--- src/sv/pdwt_pkg.sv ---
// Package for the one-level periodic wavelet transform block.
// Field widths, item codes and the controller/datapath command and status types.
// No dependencies.
`timescale 1ns / 1ps

package pdwt_pkg;

  localparam int SAMPLE_BITS  = 16;
  localparam int COEF_BITS    = 16;
  localparam int TAP_IDX_BITS = 4;
  localparam int FLEN_BITS    = 5;
  localparam int POS_BITS     = 6;
  localparam int RES_BITS     = 20;
  localparam int RES_MAX      = 2 ** (RES_BITS - 1) - 1;
  localparam int RES_MIN      = -(2 ** (RES_BITS - 1));
  localparam int FRAC_BITS    = 15;
  localparam int FLEN_RESET   = 2;

  // item kind codes
  localparam logic KIND_TAP    = 1'b0;
  localparam logic KIND_SAMPLE = 1'b1;

  typedef struct packed {
    logic load;      // input transfer taken
    logic start;     // begin transform at position 0
    logic issue;     // one tap read for the current position
    logic emit;      // load the output register
    logic next_pos;  // step to the next position
    logic finish;    // empty the sample store
  } pdwt_cmd_t;

  typedef struct packed {
    logic start_work;  // current input item is a last sample and there is work
    logic last_tap;    // tap being issued is the final one
    logic busy;        // MAC pipeline still holds products
    logic out_free;    // output register can take a result this cycle
    logic last_pos;    // current position is the final one of the block
  } pdwt_stat_t;

endpackage

--- src/sv/pdwt_in_if.sv ---
// Input channel: tap pairs and samples with valid/ready.
// Depends on pdwt_pkg for field widths.
`timescale 1ns / 1ps

interface pdwt_in_if;
  logic                                      valid;
  logic                                      ready;
  logic                                      kind;
  logic        [pdwt_pkg::TAP_IDX_BITS-1:0]  tap_index;
  logic signed [pdwt_pkg::COEF_BITS-1:0]     high_coef;
  logic signed [pdwt_pkg::COEF_BITS-1:0]     low_coef;
  logic signed [pdwt_pkg::SAMPLE_BITS-1:0]   sample;
  logic                                      last;

  modport source (output valid, kind, tap_index, high_coef, low_coef, sample, last,
                  input ready);
  modport sink   (input valid, kind, tap_index, high_coef, low_coef, sample, last,
                  output ready);
endinterface

--- src/sv/pdwt_out_if.sv ---
// Result channel: one wavelet/scaling pair per transfer with valid/ready.
// Depends on pdwt_pkg for field widths.
`timescale 1ns / 1ps

interface pdwt_out_if;
  logic                                  valid;
  logic                                  ready;
  logic        [pdwt_pkg::POS_BITS-1:0]  position;
  logic signed [pdwt_pkg::RES_BITS-1:0]  wavelet_coef;
  logic signed [pdwt_pkg::RES_BITS-1:0]  scaling_coef;
  logic                                  final_res;

  modport source (output valid, position, wavelet_coef, scaling_coef, final_res,
                  input ready);
  modport sink   (input valid, position, wavelet_coef, scaling_coef, final_res,
                  output ready);
endinterface

--- src/sv/pdwt_cfg_if.sv ---
// Configuration write channel for the filter length register.
// Depends on pdwt_pkg for the register width.
`timescale 1ns / 1ps

interface pdwt_cfg_if;
  logic                              valid;
  logic                              ready;
  logic [pdwt_pkg::FLEN_BITS-1:0]    filter_length;

  modport source (output valid, filter_length, input ready);
  modport sink   (input valid, filter_length, output ready);
endinterface

--- src/sv/periodic_dwt_one_level_core.sv ---
// Top level of the one-level periodic wavelet transform block.
// Depends on pdwt_pkg, the three channel interfaces, pdwt_ctrl and pdwt_dpath.
`timescale 1ns / 1ps
//
// channel  direction  carries
// in_i     sink       tap pair (kind 0) or sample (kind 1), last starts the block
// out_o    source     position, wavelet and scaling coefficient, final flag
// cfg_i    sink       filter_length, always ready
//
// Tap and sample items are taken one per cycle while in_i.ready is high. A last sample
// with two or more stored samples starts the transform: each result pair is built
// one tap per cycle through the sample store read port and the MAC pair, followed
// by a drain of the MAC pipeline and an emit step. in_i.ready is low until the final
// pair is in the output register. A stalled out_o holds the emit step. No clearing
// pass after reset; filter_length resets to 2.

module periodic_dwt_one_level_core #(
  parameter int MAX_SAMPLES = 128,
  parameter int MAX_TAPS    = 16
) (
  input logic        clk_i,
  input logic        rst_ni,
  pdwt_in_if.sink    in_i,
  pdwt_out_if.source out_o,
  pdwt_cfg_if.sink   cfg_i
);

  pdwt_pkg::pdwt_cmd_t  cmd;
  pdwt_pkg::pdwt_stat_t stat;

  assign cfg_i.ready = 1'b1;

  pdwt_ctrl u_ctrl (
    .clk_i      (clk_i),
    .rst_ni     (rst_ni),
    .in_valid_i (in_i.valid),
    .in_ready_o (in_i.ready),
    .stat_i     (stat),
    .cmd_o      (cmd)
  );

  pdwt_dpath #(
    .MAX_SAMPLES (MAX_SAMPLES),
    .MAX_TAPS    (MAX_TAPS)
  ) u_dpath (
    .clk_i          (clk_i),
    .rst_ni         (rst_ni),
    .cmd_i          (cmd),
    .stat_o         (stat),
    .kind_i         (in_i.kind),
    .tap_index_i    (in_i.tap_index),
    .high_coef_i    (in_i.high_coef),
    .low_coef_i     (in_i.low_coef),
    .sample_i       (in_i.sample),
    .last_i         (in_i.last),
    .cfg_valid_i    (cfg_i.valid),
    .cfg_data_i     (cfg_i.filter_length),
    .out_ready_i    (out_o.ready),
    .out_valid_o    (out_o.valid),
    .position_o     (out_o.position),
    .wavelet_coef_o (out_o.wavelet_coef),
    .scaling_coef_o (out_o.scaling_coef),
    .final_res_o    (out_o.final_res)
  );

endmodule

--- src/sv/pdwt_ctrl.sv ---
// Sequencer for the wavelet block: item intake, tap issue, pipeline drain, emit.
// Depends on pdwt_pkg for the command and status types.
`timescale 1ns / 1ps

module pdwt_ctrl (
  input  logic                 clk_i,
  input  logic                 rst_ni,
  input  logic                 in_valid_i,
  output logic                 in_ready_o,
  input  pdwt_pkg::pdwt_stat_t stat_i,
  output pdwt_pkg::pdwt_cmd_t  cmd_o
);

  typedef enum logic [3:0] {
    S_IDLE  = 4'b0001,
    S_ISSUE = 4'b0010,
    S_WAIT  = 4'b0100,
    S_EMIT  = 4'b1000
  } state_e;

  state_e state_q, state_d;

  always_ff @(posedge clk_i or negedge rst_ni) begin
    if (!rst_ni) begin
      state_q <= S_IDLE;
    end else begin
      state_q <= state_d;
    end
  end

  always_comb begin
    state_d    = state_q;
    cmd_o      = '0;
    in_ready_o = 1'b0;
    case (state_q)
      S_IDLE: begin
        in_ready_o = 1'b1;
        if (in_valid_i) begin
          cmd_o.load = 1'b1;
          if (stat_i.start_work) begin
            cmd_o.start = 1'b1;
            state_d     = S_ISSUE;
          end
        end
      end
      S_ISSUE: begin
        cmd_o.issue = 1'b1;
        if (stat_i.last_tap) begin
          state_d = S_WAIT;
        end
      end
      S_WAIT: begin
        if (!stat_i.busy) begin
          state_d = S_EMIT;
        end
      end
      S_EMIT: begin
        if (stat_i.out_free) begin
          cmd_o.emit = 1'b1;
          if (stat_i.last_pos) begin
            cmd_o.finish = 1'b1;
            state_d      = S_IDLE;
          end else begin
            cmd_o.next_pos = 1'b1;
            state_d        = S_ISSUE;
          end
        end
      end
      default: begin
        state_d = S_IDLE;
      end
    endcase
  end

endmodule

--- src/sv/pdwt_dpath.sv ---
// Datapath for the wavelet block: tap tables, sample store, address walk,
// dual MAC pipeline, rounding/saturation and the output register.
// Depends on pdwt_pkg for widths, codes and the command/status types.
`timescale 1ns / 1ps

module pdwt_dpath #(
  parameter int MAX_SAMPLES = 128,
  parameter int MAX_TAPS    = 16
) (
  input  logic                                     clk_i,
  input  logic                                     rst_ni,
  input  pdwt_pkg::pdwt_cmd_t                      cmd_i,
  output pdwt_pkg::pdwt_stat_t                     stat_o,
  input  logic                                     kind_i,
  input  logic        [pdwt_pkg::TAP_IDX_BITS-1:0] tap_index_i,
  input  logic signed [pdwt_pkg::COEF_BITS-1:0]    high_coef_i,
  input  logic signed [pdwt_pkg::COEF_BITS-1:0]    low_coef_i,
  input  logic signed [pdwt_pkg::SAMPLE_BITS-1:0]  sample_i,
  input  logic                                     last_i,
  input  logic                                     cfg_valid_i,
  input  logic        [pdwt_pkg::FLEN_BITS-1:0]    cfg_data_i,
  input  logic                                     out_ready_i,
  output logic                                     out_valid_o,
  output logic        [pdwt_pkg::POS_BITS-1:0]     position_o,
  output logic signed [pdwt_pkg::RES_BITS-1:0]     wavelet_coef_o,
  output logic signed [pdwt_pkg::RES_BITS-1:0]     scaling_coef_o,
  output logic                                     final_res_o
);

  localparam int AW     = $clog2(MAX_SAMPLES);
  localparam int CW     = $clog2(MAX_SAMPLES + 1);
  localparam int NW     = (MAX_TAPS > 1) ? $clog2(MAX_TAPS) : 1;
  localparam int PROD_W = pdwt_pkg::COEF_BITS + pdwt_pkg::SAMPLE_BITS;
  localparam int ACC_W  = PROD_W + $clog2(MAX_TAPS + 1);
  localparam int EXT_W  = ACC_W + pdwt_pkg::RES_BITS;
  localparam int LW     = pdwt_pkg::FLEN_BITS + 1;

  localparam logic [LW-1:0] MAX_TAPS_L = LW'(MAX_TAPS);
  localparam logic [CW-1:0] MAX_SAMP_C = CW'(MAX_SAMPLES);
  localparam logic signed [EXT_W-1:0] HALF_LSB = EXT_W'(2 ** (pdwt_pkg::FRAC_BITS - 1));
  localparam logic signed [EXT_W-1:0] SAT_HI   = EXT_W'(pdwt_pkg::RES_MAX);
  localparam logic signed [EXT_W-1:0] SAT_LO   = EXT_W'(pdwt_pkg::RES_MIN);

  // round half up by FRAC_BITS, then clamp to the result range
  function automatic logic signed [pdwt_pkg::RES_BITS-1:0] round_sat(
    input logic signed [ACC_W-1:0] acc
  );
    logic signed [EXT_W-1:0] r;
    logic signed [EXT_W-1:0] q;
    r = EXT_W'(acc) + HALF_LSB;
    q = r >>> pdwt_pkg::FRAC_BITS;
    if (q > SAT_HI) begin
      q = SAT_HI;
    end else if (q < SAT_LO) begin
      q = SAT_LO;
    end
    return pdwt_pkg::RES_BITS'(q);
  endfunction

  // storage
  logic signed [pdwt_pkg::SAMPLE_BITS-1:0] mem_q [MAX_SAMPLES];
  logic signed [pdwt_pkg::COEF_BITS-1:0]   high_taps_q [MAX_TAPS];
  logic signed [pdwt_pkg::COEF_BITS-1:0]   low_taps_q  [MAX_TAPS];

  logic [CW-1:0]                 count_q, count_d, count_inc;
  logic [pdwt_pkg::FLEN_BITS-1:0] flen_q;
  logic [LW-1:0]                 flen_eff;
  logic [AW-1:0]                 t_q, t_inc, u_q;
  logic [NW-1:0]                 n_q;
  logic                          store_room, is_sample, tap_ok;

  // MAC pipeline
  logic                                    v1_q, v2_q, f1_q, f2_q;
  logic signed [pdwt_pkg::SAMPLE_BITS-1:0] sr_q;
  logic signed [pdwt_pkg::COEF_BITS-1:0]   hr_q, lr_q;
  logic signed [PROD_W-1:0]                ph_q, pl_q;
  logic signed [ACC_W-1:0]                 acch_q, accl_q;

  logic out_valid_q;

  assign is_sample  = (kind_i == pdwt_pkg::KIND_SAMPLE);
  assign store_room = (count_q < MAX_SAMP_C);
  assign count_inc  = store_room ? count_q + CW'(1) : count_q;
  assign tap_ok     = (LW'(tap_index_i) < MAX_TAPS_L);
  assign t_inc      = t_q + AW'(1);

  always_comb begin
    flen_eff = LW'(flen_q);
    if (flen_eff == '0) begin
      flen_eff = LW'(1);
    end else if (flen_eff > MAX_TAPS_L) begin
      flen_eff = MAX_TAPS_L;
    end
  end

  assign stat_o.start_work = is_sample && last_i && (count_inc >= CW'(2));
  assign stat_o.last_tap   = (LW'(n_q) + LW'(1) == flen_eff);
  assign stat_o.busy       = v1_q || v2_q;
  assign stat_o.out_free   = !out_valid_q || out_ready_i;
  assign stat_o.last_pos   = (CW'(t_q) + CW'(1) == (count_q >> 1));

  // sample count; a last sample with too little data just empties the store
  always_comb begin
    count_d = count_q;
    if (cmd_i.load && is_sample) begin
      count_d = count_inc;
      if (last_i && !stat_o.start_work) begin
        count_d = '0;
      end
    end
    if (cmd_i.finish) begin
      count_d = '0;
    end
  end

  always_ff @(posedge clk_i or negedge rst_ni) begin
    if (!rst_ni) begin
      count_q <= '0;
      flen_q  <= pdwt_pkg::FLEN_BITS'(pdwt_pkg::FLEN_RESET);
    end else begin
      count_q <= count_d;
      if (cfg_valid_i) begin
        flen_q <= cfg_data_i;
      end
    end
  end

  // sample store, one write and one registered read port
  always_ff @(posedge clk_i) begin
    if (cmd_i.load && is_sample && store_room) begin
      mem_q[AW'(count_q)] <= sample_i;
    end
    if (cmd_i.issue) begin
      sr_q <= mem_q[u_q];
    end
  end

  always_ff @(posedge clk_i) begin
    if (cmd_i.load && !is_sample && tap_ok) begin
      high_taps_q[NW'(tap_index_i)] <= high_coef_i;
      low_taps_q[NW'(tap_index_i)]  <= low_coef_i;
    end
    if (cmd_i.issue) begin
      hr_q <= high_taps_q[n_q];
      lr_q <= low_taps_q[n_q];
    end
  end

  // address walk: u starts at 2t+1 and steps back, wrapping to m-1
  always_ff @(posedge clk_i) begin
    if (cmd_i.start) begin
      t_q <= '0;
      n_q <= '0;
      u_q <= AW'(1);
    end else if (cmd_i.next_pos) begin
      t_q <= t_inc;
      n_q <= '0;
      u_q <= AW'({t_inc, 1'b1});
    end else if (cmd_i.issue) begin
      n_q <= n_q + NW'(1);
      u_q <= (u_q == '0) ? AW'(count_q - CW'(1)) : u_q - AW'(1);
    end
  end

  always_ff @(posedge clk_i or negedge rst_ni) begin
    if (!rst_ni) begin
      v1_q <= 1'b0;
      v2_q <= 1'b0;
    end else begin
      v1_q <= cmd_i.issue;
      v2_q <= v1_q;
    end
  end

  always_ff @(posedge clk_i) begin
    f1_q <= (n_q == '0);
    f2_q <= f1_q;
    ph_q <= hr_q * sr_q;
    pl_q <= lr_q * sr_q;
    if (v2_q) begin
      acch_q <= f2_q ? ACC_W'(ph_q) : acch_q + ACC_W'(ph_q);
      accl_q <= f2_q ? ACC_W'(pl_q) : accl_q + ACC_W'(pl_q);
    end
  end

  // output register
  always_ff @(posedge clk_i or negedge rst_ni) begin
    if (!rst_ni) begin
      out_valid_q <= 1'b0;
    end else if (cmd_i.emit) begin
      out_valid_q <= 1'b1;
    end else if (out_ready_i) begin
      out_valid_q <= 1'b0;
    end
  end

  always_ff @(posedge clk_i) begin
    if (cmd_i.emit) begin
      position_o     <= pdwt_pkg::POS_BITS'(t_q);
      wavelet_coef_o <= round_sat(acch_q);
      scaling_coef_o <= round_sat(accl_q);
      final_res_o    <= stat_o.last_pos;
    end
  end

  assign out_valid_o = out_valid_q;

`ifndef SYNTH
  a_emit_slot_free: assert property (@(posedge clk_i) disable iff (!rst_ni)
    cmd_i.emit |-> (!out_valid_q || out_ready_i))
    else $error("result loaded over an untaken result");

  a_emit_drained: assert property (@(posedge clk_i) disable iff (!rst_ni)
    cmd_i.emit |-> !(v1_q || v2_q))
    else $error("result loaded before the MAC pipeline drained");

  a_addr_in_block: assert property (@(posedge clk_i) disable iff (!rst_ni)
    cmd_i.issue |-> (CW'(u_q) < count_q))
    else $error("sample address beyond the stored block");

  a_final_empties: assert property (@(posedge clk_i) disable iff (!rst_ni)
    (cmd_i.emit && stat_o.last_pos) |=> (count_q == '0) && final_res_o)
    else $error("final result did not empty the store");
`endif

endmodule
--- src/flat_wrapper.sv ---
// flat-port wrapper written by rule: the top's interface ports become plain ports
module periodic_dwt_one_level_core_flat 
#(
  parameter int MAX_SAMPLES = 128,
  parameter int MAX_TAPS    = 16
)
  (clk_i, rst_ni, in_i_valid, in_i_kind, in_i_tap_index, in_i_high_coef, in_i_low_coef, in_i_sample, in_i_last, in_i_ready, out_o_valid, out_o_position, out_o_wavelet_coef, out_o_scaling_coef, out_o_final_res, out_o_ready, cfg_i_valid, cfg_i_filter_length, cfg_i_ready);
  pdwt_in_if in_i_i ();
  pdwt_out_if out_o_i ();
  pdwt_cfg_if cfg_i_i ();
  input logic clk_i;
  input logic rst_ni;
  input wire logic [$bits(in_i_i.valid)-1:0] in_i_valid;
  input wire logic [$bits(in_i_i.kind)-1:0] in_i_kind;
  input wire logic [$bits(in_i_i.tap_index)-1:0] in_i_tap_index;
  input wire logic [$bits(in_i_i.high_coef)-1:0] in_i_high_coef;
  input wire logic [$bits(in_i_i.low_coef)-1:0] in_i_low_coef;
  input wire logic [$bits(in_i_i.sample)-1:0] in_i_sample;
  input wire logic [$bits(in_i_i.last)-1:0] in_i_last;
  output wire logic [$bits(in_i_i.ready)-1:0] in_i_ready;
  output wire logic [$bits(out_o_i.valid)-1:0] out_o_valid;
  output wire logic [$bits(out_o_i.position)-1:0] out_o_position;
  output wire logic [$bits(out_o_i.wavelet_coef)-1:0] out_o_wavelet_coef;
  output wire logic [$bits(out_o_i.scaling_coef)-1:0] out_o_scaling_coef;
  output wire logic [$bits(out_o_i.final_res)-1:0] out_o_final_res;
  input wire logic [$bits(out_o_i.ready)-1:0] out_o_ready;
  input wire logic [$bits(cfg_i_i.valid)-1:0] cfg_i_valid;
  input wire logic [$bits(cfg_i_i.filter_length)-1:0] cfg_i_filter_length;
  output wire logic [$bits(cfg_i_i.ready)-1:0] cfg_i_ready;
  assign in_i_i.valid = in_i_valid;
  assign in_i_i.kind = in_i_kind;
  assign in_i_i.tap_index = in_i_tap_index;
  assign in_i_i.high_coef = in_i_high_coef;
  assign in_i_i.low_coef = in_i_low_coef;
  assign in_i_i.sample = in_i_sample;
  assign in_i_i.last = in_i_last;
  assign in_i_ready = in_i_i.ready;
  assign out_o_valid = out_o_i.valid;
  assign out_o_position = out_o_i.position;
  assign out_o_wavelet_coef = out_o_i.wavelet_coef;
  assign out_o_scaling_coef = out_o_i.scaling_coef;
  assign out_o_final_res = out_o_i.final_res;
  assign out_o_i.ready = out_o_ready;
  assign cfg_i_i.valid = cfg_i_valid;
  assign cfg_i_i.filter_length = cfg_i_filter_length;
  assign cfg_i_ready = cfg_i_i.ready;
  periodic_dwt_one_level_core #(.MAX_SAMPLES(MAX_SAMPLES), .MAX_TAPS(MAX_TAPS)) u_core (.clk_i(clk_i), .rst_ni(rst_ni), .in_i(in_i_i), .out_o(out_o_i), .cfg_i(cfg_i_i));
endmodule
--- config.mk ---
export PLATFORM = sky130hd
export DESIGN_NAME = periodic_dwt_one_level_core_flat
export DESIGN_NICKNAME = d
export VERILOG_FILES = /design/src/sv/pdwt_pkg.sv /design/src/sv/pdwt_in_if.sv /design/src/sv/pdwt_out_if.sv /design/src/sv/pdwt_cfg_if.sv /design/src/sv/periodic_dwt_one_level_core.sv /design/src/sv/pdwt_ctrl.sv /design/src/sv/pdwt_dpath.sv /design/src/flat_wrapper.sv
export SDC_FILE = /design/constraint.sdc
export NUM_CORES = 2
export LEC_CHECK = 0
export BUFFER_PORTS_ARGS = -buffer_cell sky130_fd_sc_hd__buf_2
export CORE_MARGIN = 1.5
export CORE_UTILIZATION = 40
export CTS_BUF_LIST = sky130_fd_sc_hd__clkbuf_16
export DETAILED_ROUTE_END_ITERATION = 8
export PLACE_DENSITY = 0.54
export SLEW_MARGIN = 20
export SYNTH_ARGS = -nofsm -noshare
export SYNTH_HDL_FRONTEND = slang
export SYNTH_SLANG_ARGS = --single-unit
export TNS_END_PERCENT = 1
--- constraint.sdc ---
create_clock -name clk_i -period 7.68 [get_ports clk_i]
set_input_delay 0.768 -clock clk_i [delete_from_list [all_inputs] [get_ports clk_i]]
set_output_delay 0.768 -clock clk_i [all_outputs]
set_load 0.05 [all_outputs]
======== After elaboration in Yosys (flattened, before gate mapping) ========
Memories as Yosys holds them, arrays and structs flattened. A register that Yosys moved wholly into a read port is not among the register bits.
Index checks and enable logic that the tools add are counted.
word-level totals
  bits in registers ....................... 225
  bits in writable memories ............... 2,560
  output and inout bits ................... 50
  logic and storage cells ................. 108
  memories ................................ 3
memory list
  memory                      words  bits a word  read ports  clocked after memory_dff  wr ports  RTL line          source
  u_core.u_dpath.mem_q        128    16           1           1                         1         pdwt_dpath.sv:61  logic signed [pdwt_pkg::SAMPLE_BITS-1:0] mem_q [MAX_SAMPLES];
  u_core.u_dpath.high_taps_q  16     16           1           1                         1         pdwt_dpath.sv:62  logic signed [pdwt_pkg::COEF_BITS-1:0] high_taps_q [MAX_TAPS];
  u_core.u_dpath.low_taps_q   16     16           1           1                         1         pdwt_dpath.sv:63  logic signed [pdwt_pkg::COEF_BITS-1:0] low_taps_q [MAX_TAPS];
operators by class
  add/subtract/negate cells ............... 11
  multiply operators ...................... 2
  order comparisons ....................... 7
  equal/unequal tests ..................... 11
  mux-type cells .......................... 35
  reductions and logical operators ........ 19
operators with widths
  operator                count
  $add 37x16->38 const B  2
  $add 37x32->37          2
  $mux 37                 2
  $mul 16x16->32          2
  $gt 23x20->1 const B    2
  $lt 23x20->1 const B    2
  $mux 20                 2
  $mux 8                  4
  $mux 7                  3
  $mux 4                  5
  $pmux 4 s4              1
  $sub 7x1->7 const B     2
  $mux 1                  11
  $mux 5                  2
  $add 7x1->8 const B     1
  $add 8x1->8 const B     1
  $eq 8x7->1              1
  $ge 8x2->1 const B      1
  $lt 8x8->1 const B      1
  $add 7x1->7 const B     1
  $logic_not 7->1         1
  $eq 5x6->1              1
  $logic_and 1x1->1       6
  $mux 2                  3
  17 further kinds        26

======== Longest topological paths before layout ========
  word-level depth ........................ 11
  gate-level depth with buffers ........... 24
  mapped depth without buffers ............ 23

======== By module ========
A second synthesis with hierarchy kept.
second synthesis, totals
  cell total of the unflattened synthesis .. 7,289
  area total of the unflattened synthesis .. 130,945.6 sq um
by module, submodules not included
  module                       instances  cells each  area an instance (sq um)  seq. area each (sq um)
  pdwt_dpath                   1          7,245       130,575.2                 84,031.8
  pdwt_ctrl                    1          42          359.1                     101.3
  periodic_dwt_one_level_core  1          2           11.3                      0.0

======== Worst setup path before layout ========
Ideal clock, no wire load.
  path kind ............................... reg2reg
  start ................................... reg u_core.u_dpath.hr_q[14] (netlist name) (read register of u_core.u_dpath.high_taps_q)
  end ..................................... reg u_core.u_dpath.ph_q[28]
  setup time .............................. 95 ps
  arrival ................................. 6,052 ps
  data required time ...................... 7,585 ps
  setup slack ............................. 1,532 ps
  stages on the path, launching flop included .. 23
  clock period less this slack ............ 6,148 ps
  path through ............................ edfxtp_1 clkbuf_1 and2_1 fa_1 inv_1 fa_1 fa_1 inv_1 fa_1 fa_1 inv_1 fa_1 inv_1 ha_1 and3_1 and3_1 a211oi_1 o21ai_1 a31oi_1 o21ai_1 a2111oi_1 nor2_1 o311ai_1
between the ends
  longest elaborated chain between the ends .. 1
ends and longest elaborated chain
  what                    RTL line           source
  start: declaration      pdwt_dpath.sv:75   logic signed [pdwt_pkg::COEF_BITS-1:0] hr_q, lr_q;
  $mul 16x16->32          pdwt_dpath.sv:178  ph_q <= hr_q * sr_q;
  end signal: assignment  pdwt_dpath.sv:178
  end: declaration        pdwt_dpath.sv:76   logic signed [PROD_W-1:0] ph_q, pl_q;
No other way between the ends.
A chain may end at the register's enable or synchronous reset.

======== Worst setup path after layout ========
  start ................................... reg u_core.u_dpath.sr_q[5] (netlist name) (read register of u_core.u_dpath.mem_q)
  end ..................................... reg u_core.u_dpath.pl_q[30]
between the ends
  longest elaborated chain between the ends .. 1
ends and longest elaborated chain
  what                    RTL line           source
  start: declaration      pdwt_dpath.sv:74   logic signed [pdwt_pkg::SAMPLE_BITS-1:0] sr_q;
  $mul 16x16->32          pdwt_dpath.sv:179  pl_q <= lr_q * sr_q;
  end signal: assignment  pdwt_dpath.sv:179
  end: declaration        pdwt_dpath.sv:76
No other way between the ends.

==> impl_metrics.ini <==
[clock_tree]
cts_buffer_depth = 4
clkLatencyLatePin_ns = 0.90
clock_sinks = 2833
cts_tree = done
cts_root_buf = clkbuf_16
cts_buffers = 316
h-tree-depth = 5
path_clk_slew_ns = 0.06
post_cts_resized = 0
post_cts_buffers = 0

[setup_path]
r2r_start = u_core.u_dpath.sr_q[5]
path_class = reg -> reg
worstPathArrival_ns = 7.85
path_delay_family = adder cells
crit_start = u_core.u_dpath.sr_q[5]
startpoint_type = flop
worstPathRequired_ns = 8.43
endpoint_kind = flop
worstPathMaxFanout = 21
critPathBufInv = 4
path_cells = buf_4 -> nand2_1 -> fa_1 -> inv_1 -> fa_1 -> fa_1 -> fa_1 -> fa_1 -> inv_1 -> fa_1 -> inv_1 -> ha_1 -> a21oi_1 -> o21ai_1 -> a21o_1 -> a21o_1 -> o41ai_1 -> a21oi_1 -> a311o_1
max_stage_delay_ns = 0.85
path_common_cell = fa_1
cpMaxStageDelayCell = fa_1

[die]
start_util_pct = 40.2
num_io_pins = 114
coreArea_mm2 = 0.327
die-height_um = 576
rows = 210
dieWidth_um = 576
dieArea_mm2 = 0.332

[synthesis]
synth_top_family_by_area = multiplexers
synthFlopType = edfxtp_1
synthMuxAreaShare_pct = 14.5
syn_inst = 7378
async_flop_share_pct = 0.706
seq_area_frac_synth_pct = 64.0
synth_cell_type_count = 83
ys_ff_latch = 2833
synth-compound-area-share_pct = 2.69
syn_nets = 8211
yosys.area_share.adder_pct = 10.3
synth-edff-count = 2729
yosys.area_share.simple_pct = 4.48
synth_area_mm2 = 0.131
avgSynthCellArea_um2 = 17.8
ys_warn_count = 0
synth_xor_area_share_pct = 1.15

[grt]
grt_pass1_vias = 70900
antenna_found_initial = 48
track_usage_pct = 20.0
grt_pass1_wl_mm = 483
overflow = 0
grt_max_degree = 119

[sta]
slew_headroom_pct = 27.7
slew_violations = 0
fin_crit_sh_pct = 92.4
fin_tns_setup_ns = 0
tightest_slew_ns = 1.08
hold_violations = 0
setup_viol = 0
min_period_ns = 7.10
rsz0062_at_grt = false
fmax_mhz = 141
finalClockSkew_ns = 0.0696

[placed_design]
portBuffers = 112
post_dp_cell_area_mm2 = 0.138
dp_hpwl_mm = 204
routabilityCongestion = 0.833

[pwr]
p_per_area_mw_per_mm2 = 433
vdd_ir_drop_max_mv = 1.09
p_leak_nw = 51.1

[detailed_routing]
first_iter_violations = 6016
wire_per_inst_um = 26.8
firstDrtPassIters = 5
antenna_left = 0
drc = 0
drt-total-wl_mm = 331
num_vias = 67700
viasPerCell = 5.49

[layout]
layout.nets = 8558
n_fill_cell = 28100
final_common_cell = edfxtp_1
most-common-layout-cells = 2729 x edfxtp_1, 832 x mux4_2, 701 x inv_1
area_growth_syn_to_layout_pct = 12.8
fin_area_mm2 = 0.148
drive_gt1_share_pct = 21.2
post-route-util_pct = 45.3

[hold_path]
hp-class = in -> reg
min-delay-start = cfg_i_filter_length[0]

[run]
cap_viol_max_count = 0

[outcome]
run_status = complete, no violations
[cell usage after synthesis, types with 6 or more instances]
master	n	area share, %
edfxtp_1	2729	62
mux4_2	832	14
inv_1	629	1.8
fa_1	526	8.0
nand2_1	413	1.2
nor2_1	274	0.78
and2_1	253	1.2
ha_1	243	2.3
clkbuf_1	235	0.67
a21oi_1	133	0.51
xnor2_1	112	0.75
dfxtp_1	84	1.3
o21ai_1	83	0.32
o21ai_0	76	0.29
a21o_1	65	0.37
xor2_1	61	0.41
nor3_1	56	0.21
nand3_1	53	0.20
buf_1	42	0.12
buf_2	39	0.15
o21a_1	37	0.21
and3_1	33	0.16
nand2b_1	30	0.14
nor2b_1	25	0.12
mux2_2	24	0.21
o31ai_1	24	0.14
nand4_1	23	0.11
a31oi_1	18	0.086
dfrtp_1	18	0.34
a211oi_1	16	0.091
o211ai_1	14	0.080
o21bai_1	11	0.063
nor3b_1	10	0.057
nor4_1	10	0.048
mux2i_1	9	0.069
nand3b_1	9	0.051
o31a_1	8	0.053
o22ai_1	7	0.033
o41ai_1	7	0.047
a311oi_1	6	0.040
and4_1	6	0.040
o311ai_1	6	0.040
or3_1	6	0.029
[cell type report]
class	instances	area, um^2	area share [%]
flip-flops and latches	2833	84200	56.8
multi-input cells	3590	43800	29.5
clock inverters	229	1670	1.12
repair buffers	354	2560	1.73
well taps	4346	5440	3.67
diodes	15	37.5	0.0253
inverters	630	2370	1.60
clock buffers	330	8260	5.57
[per-layer routing]
metal  vias to the layer above  part of all wire (%)  wire (um)  global-route usage (%)
li1                      28900                     -          -                       -
met1                     36300                    44     147000                    28.9
met2                      2085                    46     151000                    30.7
met3                       399                   7.7      25300                    4.55
met4                        18                   2.3       7560                    4.76
met5                         -                 0.032        107                       0
[path summary, 6_finish.rpt]
kind,slack (ns),to,cells past startpoint
min in group asynchronous,0.39,u_core.u_ctrl.state_q[1],2
max in group asynchronous,6.87,u_core.u_dpath.v2_q,2
worst min register to register,0.39,u_core.u_dpath.v2_q,0
worst min-delay path,0.09,u_core.u_dpath.flen_q[0],3
worst max register to register,0.58,u_core.u_dpath.pl_q[30],19
worst max-delay path,0.58,u_core.u_dpath.pl_q[30],19
[metrics by stage]
step	hold WS [ns]	total power, mW	cells	worst slack [ns]
6_report	0.0940	64.2	12300	0.584
5_1_grt	0.0665	68.4	12300	0.239
4_1_cts	0.0139	64.5	12300	0.581
3_5_place_dp	0.372	49.7	11800	0.608
3_3_place_gp	0.369	49.4	11800	0.812
2_1_floorplan	0.310	40.2	7378	1.53
[worst reg2reg max path: stages, from the launching register on]
cell	delay [ns]
edfxtp_1	0.83
buf_4	0.34
nand2_1	0.14
fa_1	0.55
inv_1	0.07
fa_1	0.85
fa_1	0.54
fa_1	0.51
fa_1	0.50
inv_1	0.05
fa_1	0.47
inv_1	0.09
ha_1	0.39
a21oi_1	0.23
o21ai_1	0.10
a21o_1	0.19
a21o_1	0.18
o41ai_1	0.38
a21oi_1	0.19
a311o_1	0.38
[cells by family (layout without fill, tap and decap cells)]
family,count (synthesis),count (layout)
compound gates,558,558
simple gates,1224,1224
buf+inv,955,1543
xor+xnor,173,173
other cells,1,16
mux,865,865
flops,2833,2833
fa+ha+maj,769,769
[sequential cells by signal, indices dropped and copies added (netlist names), 5 cells and up]
name and cells:
u_core.u_dpath.accl_q 37, u_core.u_dpath.ph_q 32, u_core.u_dpath.acch_q 37, u_core.u_dpath.mem_q 2048, u_core.u_dpath.pl_q 32, u_core.u_dpath.high_taps_q 256, u_core.u_dpath.flen_q 5, u_core.u_dpath.sr_q 16
u_core.u_dpath.wavelet_coef_o 20, u_core.u_dpath.position_o 6, u_core.u_dpath.t_q 7, u_core.u_dpath.lr_q 16, u_core.u_dpath.scaling_coef_o 20, u_core.u_dpath.low_taps_q 256, u_core.u_dpath.hr_q 16, u_core.u_dpath.count_q 8
u_core.u_dpath.u_q 7
[where the power goes]
part / leakage (nW) / internal (mW) / total (mW) / switching (mW)
Sequential: 25.5 / 17.8 / 18.5 / 0.703
Combinational: 20.5 / 13.2 / 31.1 / 17.9
Clock: 5.13 / 8.40 / 14.5 / 6.14
[repair_timing]
item / in CTS / in global routing
endpoints found under the hold margin: 18 / 0
endpoints found under the setup margin: 0 / 0
hold buffers: 1 / 0
Power figures use the tool's default switching activity.
